**config.mk**
```make
export PLATFORM = sky130hd
export DESIGN_NAME = cascaded_pi_converter_control
export DESIGN_NICKNAME = d
export VERILOG_FILES = /design/src/sv/cpcc_pkg.sv /design/src/sv/cpcc_datapath.sv /design/src/sv/cascaded_pi_converter_control.sv
export SDC_FILE = /design/constraint.sdc
export NUM_CORES = 2
export LEC_CHECK = 0
export BUFFER_PORTS_ARGS = -buffer_cell sky130_fd_sc_hd__buf_2
export CORE_ASPECT_RATIO = 1.2
export CORE_MARGIN = 3
export CORE_UTILIZATION = 50
export CTS_CLUSTER_DIAMETER = 60
export CTS_CLUSTER_SIZE = 40
export DETAILED_ROUTE_END_ITERATION = 16
export PLACE_DENSITY_LB_ADDON = 0.1
export SLEW_MARGIN = 40
export SYNTH_ARGS = -nofsm -noshare
export SYNTH_HDL_FRONTEND = slang
export SYNTH_SLANG_ARGS = --single-unit
```
**constraint.sdc**
```tcl
create_clock -name clk -period 23.5 [get_ports clk]
set_clock_uncertainty 0.2 [all_clocks]
set_input_delay 2.35 -clock clk [delete_from_list [all_inputs] [get_ports clk]]
set_output_delay 2.35 -clock clk [all_outputs]
set_load 0.01 [all_outputs]
```
**src/sv/cpcc_pkg.sv**
```systemverilog
// ----------------------------------------------------------------------------
// cpcc_pkg
// Types, constants, microcode and saturation helpers shared by the
// cascaded PI converter control block.
// ----------------------------------------------------------------------------
`default_nettype none

package cpcc_pkg;

    localparam int STEP_W = 5;
    localparam int MUL_A_W = 32;
    localparam int MUL_B_W = 25;
    localparam int PROD_W = MUL_A_W + MUL_B_W;
    localparam int SAT_W = PROD_W - 16;
    localparam int SUM_W = 34;
    localparam int CFG_IDX_W = 3;
    localparam int CFG_DATA_W = 32;

    localparam logic signed [31:0] Q_ONE = 32'sd65536;
    localparam logic signed [31:0] Q_ZERO = 32'sd0;
    localparam logic signed [SAT_W-1:0] SAT_HI = SAT_W'(64'sd2147483647);
    localparam logic signed [SAT_W-1:0] SAT_LO = SAT_W'(-64'sd2147483648);

    // register indexes
    localparam logic [CFG_IDX_W-1:0] CFG_MODE = 3'd0;
    localparam logic [CFG_IDX_W-1:0] CFG_VOLTAGE_REF = 3'd1;
    localparam logic [CFG_IDX_W-1:0] CFG_VOLTAGE_KP = 3'd2;
    localparam logic [CFG_IDX_W-1:0] CFG_VOLTAGE_KI = 3'd3;
    localparam logic [CFG_IDX_W-1:0] CFG_VOLTAGE_OUT_MIN = 3'd4;
    localparam logic [CFG_IDX_W-1:0] CFG_VOLTAGE_OUT_MAX = 3'd5;
    localparam logic [CFG_IDX_W-1:0] CFG_CURRENT_KP = 3'd6;
    localparam logic [CFG_IDX_W-1:0] CFG_CURRENT_KI = 3'd7;

    // datapath operations
    typedef logic [3:0] cpcc_op_t;
    localparam cpcc_op_t OP_NOP = 4'd0;
    localparam cpcc_op_t OP_ERR = 4'd1;
    localparam cpcc_op_t OP_DIFF = 4'd2;
    localparam cpcc_op_t OP_MULP = 4'd3;
    localparam cpcc_op_t OP_MULI = 4'd4;
    localparam cpcc_op_t OP_ACC1 = 4'd5;
    localparam cpcc_op_t OP_ACC2 = 4'd6;
    localparam cpcc_op_t OP_CLAMP = 4'd7;
    localparam cpcc_op_t OP_MULB = 4'd8;
    localparam cpcc_op_t OP_BOOST = 4'd9;
    localparam cpcc_op_t OP_MULPWM = 4'd10;
    localparam cpcc_op_t OP_OUT = 4'd11;

    // loop select
    localparam logic LOOP_V = 1'b0;
    localparam logic LOOP_C = 1'b1;

    // sequencing
    typedef logic [1:0] cpcc_jmp_t;
    localparam cpcc_jmp_t JMP_NEXT = 2'd0;
    localparam cpcc_jmp_t JMP_WAIT_IN = 2'd1;
    localparam cpcc_jmp_t JMP_BUCK = 2'd2;
    localparam cpcc_jmp_t JMP_OUT = 2'd3;

    localparam logic [STEP_W-1:0] STEP_IDLE = 5'd0;
    localparam logic [STEP_W-1:0] STEP_CUR_ERR = 5'd10;

    typedef struct packed {
        cpcc_op_t           op;
        logic               loop;
        cpcc_jmp_t          jmp;
        logic [STEP_W-1:0]  target;
    } cpcc_uword_t;

    typedef struct packed {
        logic               load;
        cpcc_op_t           op;
        logic               loop;
    } cpcc_ctrl_t;

    typedef struct packed {
        logic               mode;
        logic signed [31:0] voltage_ref;
        logic [23:0]        voltage_kp;
        logic [23:0]        voltage_ki;
        logic signed [31:0] voltage_out_min;
        logic signed [31:0] voltage_out_max;
        logic [23:0]        current_kp;
        logic [23:0]        current_ki;
    } cpcc_cfg_t;

    typedef struct packed {
        logic signed [31:0] main_voltage;
        logic signed [31:0] battery_voltage;
        logic signed [31:0] battery_current;
    } cpcc_in_t;

    typedef struct packed {
        logic [15:0]        pwm_compare;
        logic signed [31:0] current_target;
        logic [16:0]        duty_value;
    } cpcc_out_t;

    function automatic logic signed [31:0] sat32(input logic signed [SAT_W-1:0] x);
        logic signed [31:0] r;
        if (x > SAT_HI)
        begin
            r = 32'sh7fffffff;
        end
        else if (x < SAT_LO)
        begin
            r = 32'sh80000000;
        end
        else
        begin
            r = x[31:0];
        end
        return r;
    endfunction

    function automatic cpcc_uword_t uw(input cpcc_op_t op, input logic loop,
                                       input cpcc_jmp_t jmp,
                                       input logic [STEP_W-1:0] target);
        cpcc_uword_t w;
        w.op = op;
        w.loop = loop;
        w.jmp = jmp;
        w.target = target;
        return w;
    endfunction

    // control store
    function automatic cpcc_uword_t ucode(input logic [STEP_W-1:0] s);
        cpcc_uword_t w;
        unique case (s)
            5'd0:    w = uw(OP_NOP, LOOP_V, JMP_WAIT_IN, STEP_IDLE);
            5'd1:    w = uw(OP_ERR, LOOP_V, JMP_NEXT, STEP_IDLE);
            5'd2:    w = uw(OP_DIFF, LOOP_V, JMP_NEXT, STEP_IDLE);
            5'd3:    w = uw(OP_MULP, LOOP_V, JMP_NEXT, STEP_IDLE);
            5'd4:    w = uw(OP_MULI, LOOP_V, JMP_NEXT, STEP_IDLE);
            5'd5:    w = uw(OP_ACC1, LOOP_V, JMP_NEXT, STEP_IDLE);
            5'd6:    w = uw(OP_ACC2, LOOP_V, JMP_NEXT, STEP_IDLE);
            5'd7:    w = uw(OP_CLAMP, LOOP_V, JMP_BUCK, STEP_CUR_ERR);
            5'd8:    w = uw(OP_MULB, LOOP_V, JMP_NEXT, STEP_IDLE);
            5'd9:    w = uw(OP_BOOST, LOOP_V, JMP_NEXT, STEP_IDLE);
            5'd10:   w = uw(OP_ERR, LOOP_C, JMP_NEXT, STEP_IDLE);
            5'd11:   w = uw(OP_DIFF, LOOP_C, JMP_NEXT, STEP_IDLE);
            5'd12:   w = uw(OP_MULP, LOOP_C, JMP_NEXT, STEP_IDLE);
            5'd13:   w = uw(OP_MULI, LOOP_C, JMP_NEXT, STEP_IDLE);
            5'd14:   w = uw(OP_ACC1, LOOP_C, JMP_NEXT, STEP_IDLE);
            5'd15:   w = uw(OP_ACC2, LOOP_C, JMP_NEXT, STEP_IDLE);
            5'd16:   w = uw(OP_CLAMP, LOOP_C, JMP_NEXT, STEP_IDLE);
            5'd17:   w = uw(OP_MULPWM, LOOP_C, JMP_NEXT, STEP_IDLE);
            5'd18:   w = uw(OP_OUT, LOOP_C, JMP_OUT, STEP_IDLE);
            default: w = uw(OP_NOP, LOOP_V, JMP_OUT, STEP_IDLE);
        endcase
        return w;
    endfunction

endpackage

`default_nettype wire

```
**src/sv/cpcc_datapath.sv**
```systemverilog
// ----------------------------------------------------------------------------
// cpcc_datapath
// Shared PI datapath: one subtract/saturate unit, one registered multiplier,
// accumulate and clamp, driven one operation per cycle by the sequencer unless it waits for input or output.
// ----------------------------------------------------------------------------
`default_nettype none

module cpcc_datapath #(
    parameter int PWM_PERIOD = 1000
) (
    input  wire logic               clk,
    input  wire logic               rst_n,
    input  wire cpcc_pkg::cpcc_ctrl_t ctrl,
    input  wire cpcc_pkg::cpcc_cfg_t  cfg,
    input  wire cpcc_pkg::cpcc_in_t   in_data,
    output cpcc_pkg::cpcc_out_t       result
);

    cpcc_pkg::cpcc_in_t in_reg;
    logic signed [31:0] err_reg;
    logic signed [31:0] diff_reg;
    logic signed [cpcc_pkg::PROD_W-1:0] prod_reg;
    logic signed [31:0] term_reg;
    logic signed [cpcc_pkg::SUM_W-1:0] sum_reg;
    logic signed [31:0] o_reg;
    logic signed [31:0] target_reg;
    logic [16:0] duty_reg;

    logic signed [31:0] v_acc_reg;
    logic signed [31:0] v_last_reg;
    logic signed [31:0] c_acc_reg;
    logic signed [31:0] c_last_reg;

    logic signed [31:0] ref_l;
    logic signed [31:0] meas_l;
    logic signed [31:0] last_l;
    logic signed [31:0] acc_l;
    logic [23:0] kp_l;
    logic [23:0] ki_l;
    logic signed [31:0] lo_l;
    logic signed [31:0] hi_l;

    logic signed [cpcc_pkg::MUL_A_W-1:0] mul_a;
    logic signed [cpcc_pkg::MUL_B_W-1:0] mul_b;
    logic signed [cpcc_pkg::PROD_W-1:0] mul_full;
    logic signed [31:0] prod_sat;
    logic signed [31:0] sub_a;
    logic signed [31:0] sub_b;
    logic signed [31:0] sub_sat;
    logic signed [31:0] sum_sat;
    logic signed [31:0] clamp_hi;
    logic signed [31:0] clamp_val;

    always_comb
    begin
        if (ctrl.loop == cpcc_pkg::LOOP_C)
        begin
            ref_l = target_reg;
            meas_l = in_reg.battery_current;
            last_l = c_last_reg;
            acc_l = c_acc_reg;
            kp_l = cfg.current_kp;
            ki_l = cfg.current_ki;
            lo_l = cpcc_pkg::Q_ZERO;
            hi_l = cpcc_pkg::Q_ONE;
        end
        else
        begin
            ref_l = cfg.voltage_ref;
            meas_l = cfg.mode ? in_reg.main_voltage : in_reg.battery_voltage;
            last_l = v_last_reg;
            acc_l = v_acc_reg;
            kp_l = cfg.voltage_kp;
            ki_l = cfg.voltage_ki;
            lo_l = cfg.voltage_out_min;
            hi_l = cfg.voltage_out_max;
        end
    end

    // error and error difference share one subtractor
    always_comb
    begin
        if (ctrl.op == cpcc_pkg::OP_DIFF)
        begin
            sub_a = err_reg;
            sub_b = last_l;
        end
        else
        begin
            sub_a = ref_l;
            sub_b = meas_l;
        end
    end

    assign sub_sat = cpcc_pkg::sat32(cpcc_pkg::SAT_W'(sub_a) - cpcc_pkg::SAT_W'(sub_b));

    always_comb
    begin
        unique case (ctrl.op)
            cpcc_pkg::OP_MULP:
            begin
                mul_a = diff_reg;
                mul_b = $signed({1'b0, kp_l});
            end
            cpcc_pkg::OP_MULI:
            begin
                mul_a = err_reg;
                mul_b = $signed({1'b0, ki_l});
            end
            cpcc_pkg::OP_MULB:
            begin
                // current loop output stays within zero and one
                mul_a = target_reg;
                mul_b = -c_acc_reg[cpcc_pkg::MUL_B_W-1:0];
            end
            cpcc_pkg::OP_MULPWM:
            begin
                mul_a = cpcc_pkg::Q_ONE - $signed({15'b0, duty_reg});
                mul_b = cpcc_pkg::MUL_B_W'(PWM_PERIOD);
            end
            default:
            begin
                mul_a = '0;
                mul_b = '0;
            end
        endcase
    end

    assign mul_full = mul_a * mul_b;
    assign prod_sat = cpcc_pkg::sat32(prod_reg[cpcc_pkg::PROD_W-1:16]);
    assign sum_sat = cpcc_pkg::sat32(cpcc_pkg::SAT_W'(sum_reg) + cpcc_pkg::SAT_W'(term_reg));

    // max clamp first, then min, so min wins on crossed limits
    assign clamp_hi = (o_reg > hi_l) ? hi_l : o_reg;
    assign clamp_val = (clamp_hi < lo_l) ? lo_l : clamp_hi;

    always_ff @(posedge clk or negedge rst_n)
    begin
        if (!rst_n)
        begin
            v_acc_reg <= '0;
            v_last_reg <= '0;
            c_acc_reg <= '0;
            c_last_reg <= '0;
        end
        else
        begin
            if (ctrl.op == cpcc_pkg::OP_DIFF)
            begin
                if (ctrl.loop == cpcc_pkg::LOOP_C)
                begin
                    c_last_reg <= err_reg;
                end
                else
                begin
                    v_last_reg <= err_reg;
                end
            end
            if (ctrl.op == cpcc_pkg::OP_CLAMP)
            begin
                if (ctrl.loop == cpcc_pkg::LOOP_C)
                begin
                    c_acc_reg <= clamp_val;
                end
                else
                begin
                    v_acc_reg <= clamp_val;
                end
            end
        end
    end

    always_ff @(posedge clk)
    begin
        if (ctrl.load)
        begin
            in_reg <= in_data;
        end
        unique case (ctrl.op)
            cpcc_pkg::OP_ERR:
            begin
                err_reg <= sub_sat;
            end
            cpcc_pkg::OP_DIFF:
            begin
                diff_reg <= sub_sat;
            end
            cpcc_pkg::OP_MULP, cpcc_pkg::OP_MULB, cpcc_pkg::OP_MULPWM:
            begin
                prod_reg <= mul_full;
            end
            cpcc_pkg::OP_MULI:
            begin
                term_reg <= prod_sat;
                prod_reg <= mul_full;
            end
            cpcc_pkg::OP_ACC1:
            begin
                sum_reg <= cpcc_pkg::SUM_W'(acc_l) + cpcc_pkg::SUM_W'(term_reg);
                term_reg <= prod_sat;
            end
            cpcc_pkg::OP_ACC2:
            begin
                o_reg <= sum_sat;
            end
            cpcc_pkg::OP_CLAMP:
            begin
                if (ctrl.loop == cpcc_pkg::LOOP_C)
                begin
                    duty_reg <= clamp_val[16:0];
                end
                else
                begin
                    target_reg <= clamp_val;
                end
            end
            cpcc_pkg::OP_BOOST:
            begin
                target_reg <= prod_sat;
            end
            default:
            begin
            end
        endcase
    end

    // product is non-negative here, so the floor is a plain shift
    assign result.pwm_compare = prod_reg[31:16];
    assign result.current_target = target_reg;
    assign result.duty_value = duty_reg;

endmodule

`default_nettype wire

```
**src/sv/cascaded_pi_converter_control.sv**
```systemverilog
// ----------------------------------------------------------------------------
// cascaded_pi_converter_control
// Cascaded incremental PI control: outer voltage loop feeding an inner
// current loop, with PWM compare output, sequenced from a microcode store.
// ----------------------------------------------------------------------------
//  channel   signals                          width  role
//  in        in_valid / in_ready / in_data    96     measurement request
//  out       out_valid / out_ready / out_data 65     control result request
//  cfg       cfg_we / cfg_index / cfg_data    3+32   register write, no wait
//
//  an accepted request runs 16 microcode steps in buck mode and 18 in boost
//  mode on one shared 32x25 multiplier, after the idle step that accepts it
//  the next request is taken as soon as the program returns to idle, while
//  the previous result may still wait in the output register
//  a result stalls the program only if the output register is still full
//  reset clears the loop state and loads the register defaults
// ----------------------------------------------------------------------------
`default_nettype none

module cascaded_pi_converter_control #(
    parameter int PWM_PERIOD = 1000
) (
    input  wire logic                                 clk,
    input  wire logic                                 rst_n,
    input  wire logic                                 in_valid,
    output logic                                      in_ready,
    input  wire cpcc_pkg::cpcc_in_t                   in_data,
    output logic                                      out_valid,
    input  wire logic                                 out_ready,
    output cpcc_pkg::cpcc_out_t                       out_data,
    input  wire logic                                 cfg_we,
    input  wire logic [cpcc_pkg::CFG_IDX_W-1:0]       cfg_index,
    input  wire logic [cpcc_pkg::CFG_DATA_W-1:0]      cfg_data
);

    logic [cpcc_pkg::STEP_W-1:0] step_reg;
    logic [cpcc_pkg::STEP_W-1:0] step_next;
    cpcc_pkg::cpcc_uword_t uword;
    cpcc_pkg::cpcc_ctrl_t ctrl;
    cpcc_pkg::cpcc_cfg_t cfg_reg;
    cpcc_pkg::cpcc_out_t result;
    cpcc_pkg::cpcc_out_t out_reg;
    logic out_valid_reg;
    logic out_valid_next;
    logic in_accept;
    logic out_full;
    logic out_load;

    assign uword = cpcc_pkg::ucode(step_reg);
    assign in_ready = (uword.jmp == cpcc_pkg::JMP_WAIT_IN);
    assign in_accept = in_valid && in_ready;
    assign out_full = out_valid_reg && !out_ready;
    assign out_load = (uword.op == cpcc_pkg::OP_OUT) && !out_full;

    always_comb
    begin
        unique case (uword.jmp)
            cpcc_pkg::JMP_WAIT_IN:
                step_next = in_accept ? step_reg + 1'b1 : step_reg;
            cpcc_pkg::JMP_BUCK:
                step_next = cfg_reg.mode ? step_reg + 1'b1 : uword.target;
            cpcc_pkg::JMP_OUT:
                step_next = out_full ? step_reg : uword.target;
            default:
                step_next = step_reg + 1'b1;
        endcase
    end

    always_comb
    begin
        out_valid_next = out_valid_reg;
        if (out_load)
        begin
            out_valid_next = 1'b1;
        end
        else if (out_ready)
        begin
            out_valid_next = 1'b0;
        end
    end

    assign ctrl.load = in_accept;
    assign ctrl.op = uword.op;
    assign ctrl.loop = uword.loop;

    always_ff @(posedge clk or negedge rst_n)
    begin
        if (!rst_n)
        begin
            step_reg <= cpcc_pkg::STEP_IDLE;
            out_valid_reg <= 1'b0;
            cfg_reg.mode <= 1'b0;
            cfg_reg.voltage_ref <= 32'sd262144;
            cfg_reg.voltage_kp <= 24'd229376;
            cfg_reg.voltage_ki <= 24'd9830;
            cfg_reg.voltage_out_min <= -32'sd65536;
            cfg_reg.voltage_out_max <= 32'sd65536;
            cfg_reg.current_kp <= 24'd9830;
            cfg_reg.current_ki <= 24'd655;
        end
        else
        begin
            step_reg <= step_next;
            out_valid_reg <= out_valid_next;
            if (cfg_we)
            begin
                unique case (cfg_index)
                    cpcc_pkg::CFG_MODE:            cfg_reg.mode <= cfg_data[0];
                    cpcc_pkg::CFG_VOLTAGE_REF:     cfg_reg.voltage_ref <= cfg_data;
                    cpcc_pkg::CFG_VOLTAGE_KP:      cfg_reg.voltage_kp <= cfg_data[23:0];
                    cpcc_pkg::CFG_VOLTAGE_KI:      cfg_reg.voltage_ki <= cfg_data[23:0];
                    cpcc_pkg::CFG_VOLTAGE_OUT_MIN: cfg_reg.voltage_out_min <= cfg_data;
                    cpcc_pkg::CFG_VOLTAGE_OUT_MAX: cfg_reg.voltage_out_max <= cfg_data;
                    cpcc_pkg::CFG_CURRENT_KP:      cfg_reg.current_kp <= cfg_data[23:0];
                    cpcc_pkg::CFG_CURRENT_KI:      cfg_reg.current_ki <= cfg_data[23:0];
                    default:
                    begin
                    end
                endcase
            end
        end
    end

    always_ff @(posedge clk)
    begin
        if (out_load)
        begin
            out_reg <= result;
        end
    end

    cpcc_datapath #(
        .PWM_PERIOD (PWM_PERIOD)
    ) u_datapath (
        .clk     (clk),
        .rst_n   (rst_n),
        .ctrl    (ctrl),
        .cfg     (cfg_reg),
        .in_data (in_data),
        .result  (result)
    );

    assign out_valid = out_valid_reg;
    assign out_data = out_reg;

endmodule

`default_nettype wire

```
== Yosys cells after proc, flatten, opt, wreduce, memory -nomap -nowiden ==
Memory sizes are Yosys's and may differ from the RTL's.
Index checks and enable logic that the tools add are counted.

* Register bits: 755
* ROM bits: 288
* Input port bits: 136
* Output and inout port bits: 67
* Word-level logic and storage cells: 121
* Memories: 1

* $add $sub $neg: 6
* Multipliers: 1
* Magnitude comparators: 8
* Equality and inequality tests: 24
* Multiplexer cells: 28
* Bitwise gates (word level): 1
* Reduce and logical (&&, ||, !) cells: 24

{| class="wikitable"
|+ Memories
! memory !! depth !! bits a word !! rd ports !! clocked after memory_dff !! write ports !! line !! text
|-
| (name not given) || 32 || 9 || 1 || 0 || 0 || cpcc_pkg.sv:130 || <nowiki>unique case (s)</nowiki>
|}

{| class="wikitable"
|+ Operators with widths
! operator !! count
|-
| 2-to-1 mux 32 bit || 17
|-
| one-hot mux 32 bit (4 select lines) || 1
|-
| > comparator 41 x 32 -> 1 bit (second input constant) || 3
|-
| less-than comparator 41 x 32 -> 1 bit (second input constant) || 3
|-
| one-hot mux 25 bit (4 select lines) || 1
|-
| one-hot mux 32 bit (2 select lines) || 1
|-
| multiplier 32 x 25 -> 57 bit || 1
|-
| 2-to-1 mux 24 bit || 2
|-
| adder 33 x 32 -> 34 bit || 1
|-
| adder 32 x 32 -> 33 bit || 1
|-
| subtractor 32 x 32 -> 33 bit || 1
|-
| > comparator 32 bit || 1
|-
| less-than comparator 32 bit || 1
|-
| AND reduction 2 bit || 14
|-
| negation 25 bit || 1
|-
| subtractor 17 x 17 -> 18 bit (first input constant) || 1
|-
| == test 4 x 3 -> 1 bit (second input constant) || 4
|-
| == test 4 bit (second input constant) || 4
|-
| 2-to-1 mux 5 bit || 3
|-
| one-hot mux 5 bit (3 select lines) || 1
|-
| == test 3 bit (second input constant) || 4
|-
| == test 4 x 2 -> 1 bit (second input constant) || 2
|-
| == test 3 x 2 -> 1 bit (second input constant) || 2
|-
| adder 5 x 1 -> 5 bit (second input constant) || 1
|-
| other kinds (14) || 21
|}

== Depth between registers and ports, before layout ==
An unclocked memory read counts as a cell.

* Word-level depth: 8
* Mapped depth: 40
* Depth with buffers taken out: 37

== Hierarchy ==
From an unflattened synthesis, not the netlist that was laid out.

* Cells, all modules: 6327
* Area, all modules: 66286.1 um^2

{| class="wikitable"
|+ By module, submodules not included
! module !! times used !! cells an instance !! area each (um^2) !! seq. area each (um^2)
|-
| cpcc_datapath || 1 || 5768 || 56386.6 || 13623.1
|-
| cascaded_pi_converter_control || 1 || 559 || 9899.5 || 6982.9
|}

== Least setup slack after synthesis ==
Ideal clock, no wire load.

* Path kind: register to register
* From: register step_reg[0] (netlist bit)
* To: register u_datapath.prod_reg[54] (netlist bit) (data pin)
* Setup time: 0.259 ns
* Arrival time: 10.952 ns
* Setup slack: 12.089 ns
* Cell stages (with the launch flop): 32
* Cells stage by stage: dfrtp_1 inv_1 ha_1 nor4bb_1 a21o_1 nor4_2 and2_1 clkbuf_1 nand2_1 nand4_1 clkbuf_1 nand2_1 fa_1 inv_1 fa_1 fa_1 fa_1 fa_1 fa_1 inv_1 fa_1 inv_1 ha_1 a21o_1 a21o_1 a21o_1 a21o_1 a21o_1 a21oi_1 o21ai_1 a21o_1 xor2_1

* Cells in the longest elaborated chain, start to end: 4
* Elaborated cells between the ends (all ways): 10
* Those cells by class: mul: 1; eq/ne: 4; mux: 4; memory: 1

{| class="wikitable"
|+ RTL lines
! what !! line !! text
|-
| from (decl) || cascaded_pi_converter_control.sv:36 || <nowiki>logic [cpcc_pkg::STEP_W-1:0] step_reg;</nowiki>
|-
| from (signal assigned) || cascaded_pi_converter_control.sv:90 || <nowiki>step_reg <= cpcc_pkg::STEP_IDLE;</nowiki>
|-
| from (signal assigned) || cascaded_pi_converter_control.sv:103 || <nowiki>step_reg <= step_next;</nowiki>
|-
| memory (32 x 9 bit) (*) || -- ||
|-
| == test 4 bit (tied with other cells) || cpcc_datapath.sv:99 || <nowiki>unique case (ctrl.op)</nowiki>
|-
| one-hot mux 32 bit (4 select lines) / one-hot mux 25 bit (4 select lines) (equally long branches) || cpcc_datapath.sv:99 ||
|-
| multiplier 32 x 25 -> 57 bit (*) || cpcc_datapath.sv:129 || <nowiki>assign mul_full = mul_a * mul_b;</nowiki>
|-
| net u_datapath.mul_full, one bit || cpcc_datapath.sv:45 || <nowiki>logic signed [cpcc_pkg::PROD_W-1:0] mul_full;</nowiki>
|-
| to (signal assigned) || cpcc_datapath.sv:190 || <nowiki>prod_reg <= mul_full;</nowiki>
|-
| to (signal assigned) || cpcc_datapath.sv:195 || <nowiki>prod_reg <= mul_full;</nowiki>
|-
| to (decl) || cpcc_datapath.sv:22 || <nowiki>logic signed [cpcc_pkg::PROD_W-1:0] prod_reg;</nowiki>
|}

The timed path passes the listed nets; every way through them passes the cells marked *.
A chain may end at the register's enable or synchronous reset.

== Worst setup path in the final report ==
* From: register step_reg[3] (netlist bit)
* To: register u_datapath.prod_reg[56] (netlist bit) (data pin)

Same word-level chain as after synthesis.

==> impl_metrics.yaml <==
sta:
  finalCritPeriodShare_pct: 49.4
  worstMarginPinSlew_ns: 0.861
  tns_ns: 0
  period_needed_ns: 11.62
  rsz0062_at_grt: "false"
  finalSetupViolations: 0
  slew_headroom_pct: 42.6
  hold_viol: 0
  max_freq_mhz: 86.1
  slew_viol_final: 0
  fin_worst_hold_slack_ns: 0.276
logic_synthesis:
  synth_edf_count: 412
  yosysSeqAreaShare_pct: 31.4
  ys_warn_count: 0
  synth_top_cell_by_area: "fa_1"
  async_flop_share_pct: 44.2
  synth_top_area_share_pct: 25.1
  synth_nets: 7652
  ys_seq_elements: 739
  synth_cells: 6376
  syn_avg_cell_area_um2: 10.3
  synth_cell_types: 101
  post-synth-top-count-cell: "inv_1"
  yosys_most_used_dff: "edfxtp_1"
  synth_area_leaders: "fa_1, edfxtp_1, dfrtp_1, ha_1, inv_1"
  netlist_area_um2: 65600
  ys_top_cells_by_count: "inv_1, nand2_1, fa_1, nor2_1, edfxtp_1"
place:
  io_buffers: 202
  dp_hpwl_mm: 168
  place.gp.congestion: 0.947
route:
  dr.pass1.iters: 7
  wl_per_cell_um: 26.7
  drt-total-wl_mm: 218
  via_per_inst: 5.89
  detail-route-antenna-nets: 0
  drc_errors: 0
  vias: 47986
  drt_iter0_drc: 4181
global_route:
  grt_max_degree: 161
  grt_pass1_wl_mm: 325
  overflow: 0
  track_usage_pct: 32.5
  grt_pass1_vias: 49497
  antenna_found_initial: 13
cells_and_area:
  final_core_util_pct: 54.6
  synthToLayoutAreaGrowth_pct: 7.60
  drive_gt1_share_pct: 13.2
  nets: 7705
  largest_register_ffs: 193
clocking:
  cts_max_level: 2
  cts_made_buffers: 41
  hold_buffers: 0
  cts_sinks: 739
  cts_resized: 0
  clk_latency_ns: 0.67
  postCtsSetupRepairBufs: 0
  tritoncts: "done"
  clk_root_buffer_cell: "clkbuf_16"
  clk_pin_slew_ns: 0.11
  clk_path_buf_depth: 3
run_status:
  status: "complete, no violations"
critical_path:
  cp.required_ns: 23.67
  cp_common_cell: "fa_1"
  endpoint_kind: "flip-flop"
  startpoint_type: "flip-flop"
  crit_slowest_cell: "buf_4"
  cpPeakStageDelay_ns: 0.79
  cp.arrival_ns: 11.79
  worstSetupPathType: "flip-flop to flip-flop"
  path_max_fanout: 64
floorplan:
  die_width_um: 337
  ios: 203
  start_util_pct: 50.7
  rows: 144
  die-area_um2: 136000
  core_area_um2: 129000
  fp.dieH_um: 403
job:
  max_cap_violations: 0
worst_hold_path:
  hold_class: "flip-flop to flip-flop"
[per-stage QoR]
| stage | cells | area (um2) | worst slack, ns |
|---|---|---|---|
| floorplan | 6376 | 65600 | 12.09 |
| global placement | 8055 | 68700 | 11.97 |
| detailed placement | 8064 | 68900 | 12.09 |
| CTS | 8140 | 70500 | 12.03 |
| global route | 8141 | 70600 | 11.36 |
| finish | 8149 | 70600 | 11.88 |
[cells in the final DEF (no fill, tap or decap), drive strengths merged, types with 37 or more instances in the layout]
cell | Yosys | routed
o31ai | 38 | 38
and2 | 37 | 37
mux2 | 302 | 302
ha | 319 | 319
a21oi | 207 | 207
nor2b | 53 | 53
nand2b | 49 | 49
dfstp | 41 | 41
inv | 950 | 968
nand3 | 57 | 57
o21ai | 233 | 233
nand2 | 834 | 834
nor3 | 45 | 45
edfxtp | 412 | 412
buf | 56 | 322
xnor2 | 109 | 109
nand4 | 49 | 49
fa | 821 | 821
dfrtp | 286 | 286
mux2i | 143 | 143
nor2 | 482 | 482
a21o | 107 | 107
o21a | 49 | 49
a31oi | 50 | 50
clkbuf | 256 | 44
xor2 | 59 | 59
[worst max-delay path, delay by kind of cell (launching register included)]
| kind | cells | cell delay [ns] |
|---|---|---|
| fa+ha+maj | 8 | 4.07 |
| compound gates | 9 | 2.41 |
| buf+inv | 7 | 2.03 |
| mux | 1 | 0.45 |
| flops | 1 | 0.63 |
| xor+xnor | 1 | 0.10 |
| simple gates | 5 | 1.34 |
[cell families (layout without fill, tap and decap cells)]
kind of cell / after synthesis / count (layout) / share of synthesized area, %
buf+inv: 1262 / 1348 / 7.32
mux: 445 / 445 / 7.37
fa+ha+maj: 1147 / 1147 / 31.2
other cells: 0 / 8 / 0
xor+xnor: 168 / 168 / 2.24
compound gates: 891 / 891 / 8.93
simple gates: 1724 / 1724 / 11.5
flops: 739 / 739 / 31.4
[area by class of cell]
class | count | area [um2]
diodes | 8 | 20.0
clock buffers | 44 | 1100
clock inverters | 32 | 524
fillers | 11605 | 58800
inverters | 950 | 3570
multi-input cells | 4375 | 40600
flip-flops and latches | 739 | 20600
well taps | 1679 | 2100
repair buffers | 322 | 2070
[worst paths after layout]
path	start	endpoint	slack [ns]	depth (start not counted)
setup / recovery	step_reg[3]	u_datapath.prod_reg[56]	11.88	31
hold / removal	u_datapath.prod_reg[24]	out_data[57]	0.28	0
setup reg to reg	step_reg[3]	u_datapath.prod_reg[56]	11.88	31
hold reg to reg	u_datapath.prod_reg[24]	out_data[57]	0.28	0
max in group asynchronous	rst_n	cfg_reg[55]	20.16	3
min in group asynchronous	rst_n	u_datapath.c_last_reg[7]	1.52	1
[routing by layer]
metal | vias up | share of wire, % | global-route usage, %
met3 | 487 | 6.9 | 5.09
met1 | 24696 | 40 | 42.6
met5 | - | 0.019 | 0
met4 | 6 | 5.7 | 15.5
li1 | 20965 | - | -
met2 | 1832 | 48 | 53.1
Power is not shown: default switching activity piles up to over one toggle a cycle in this logic, so the estimate is an artifact.
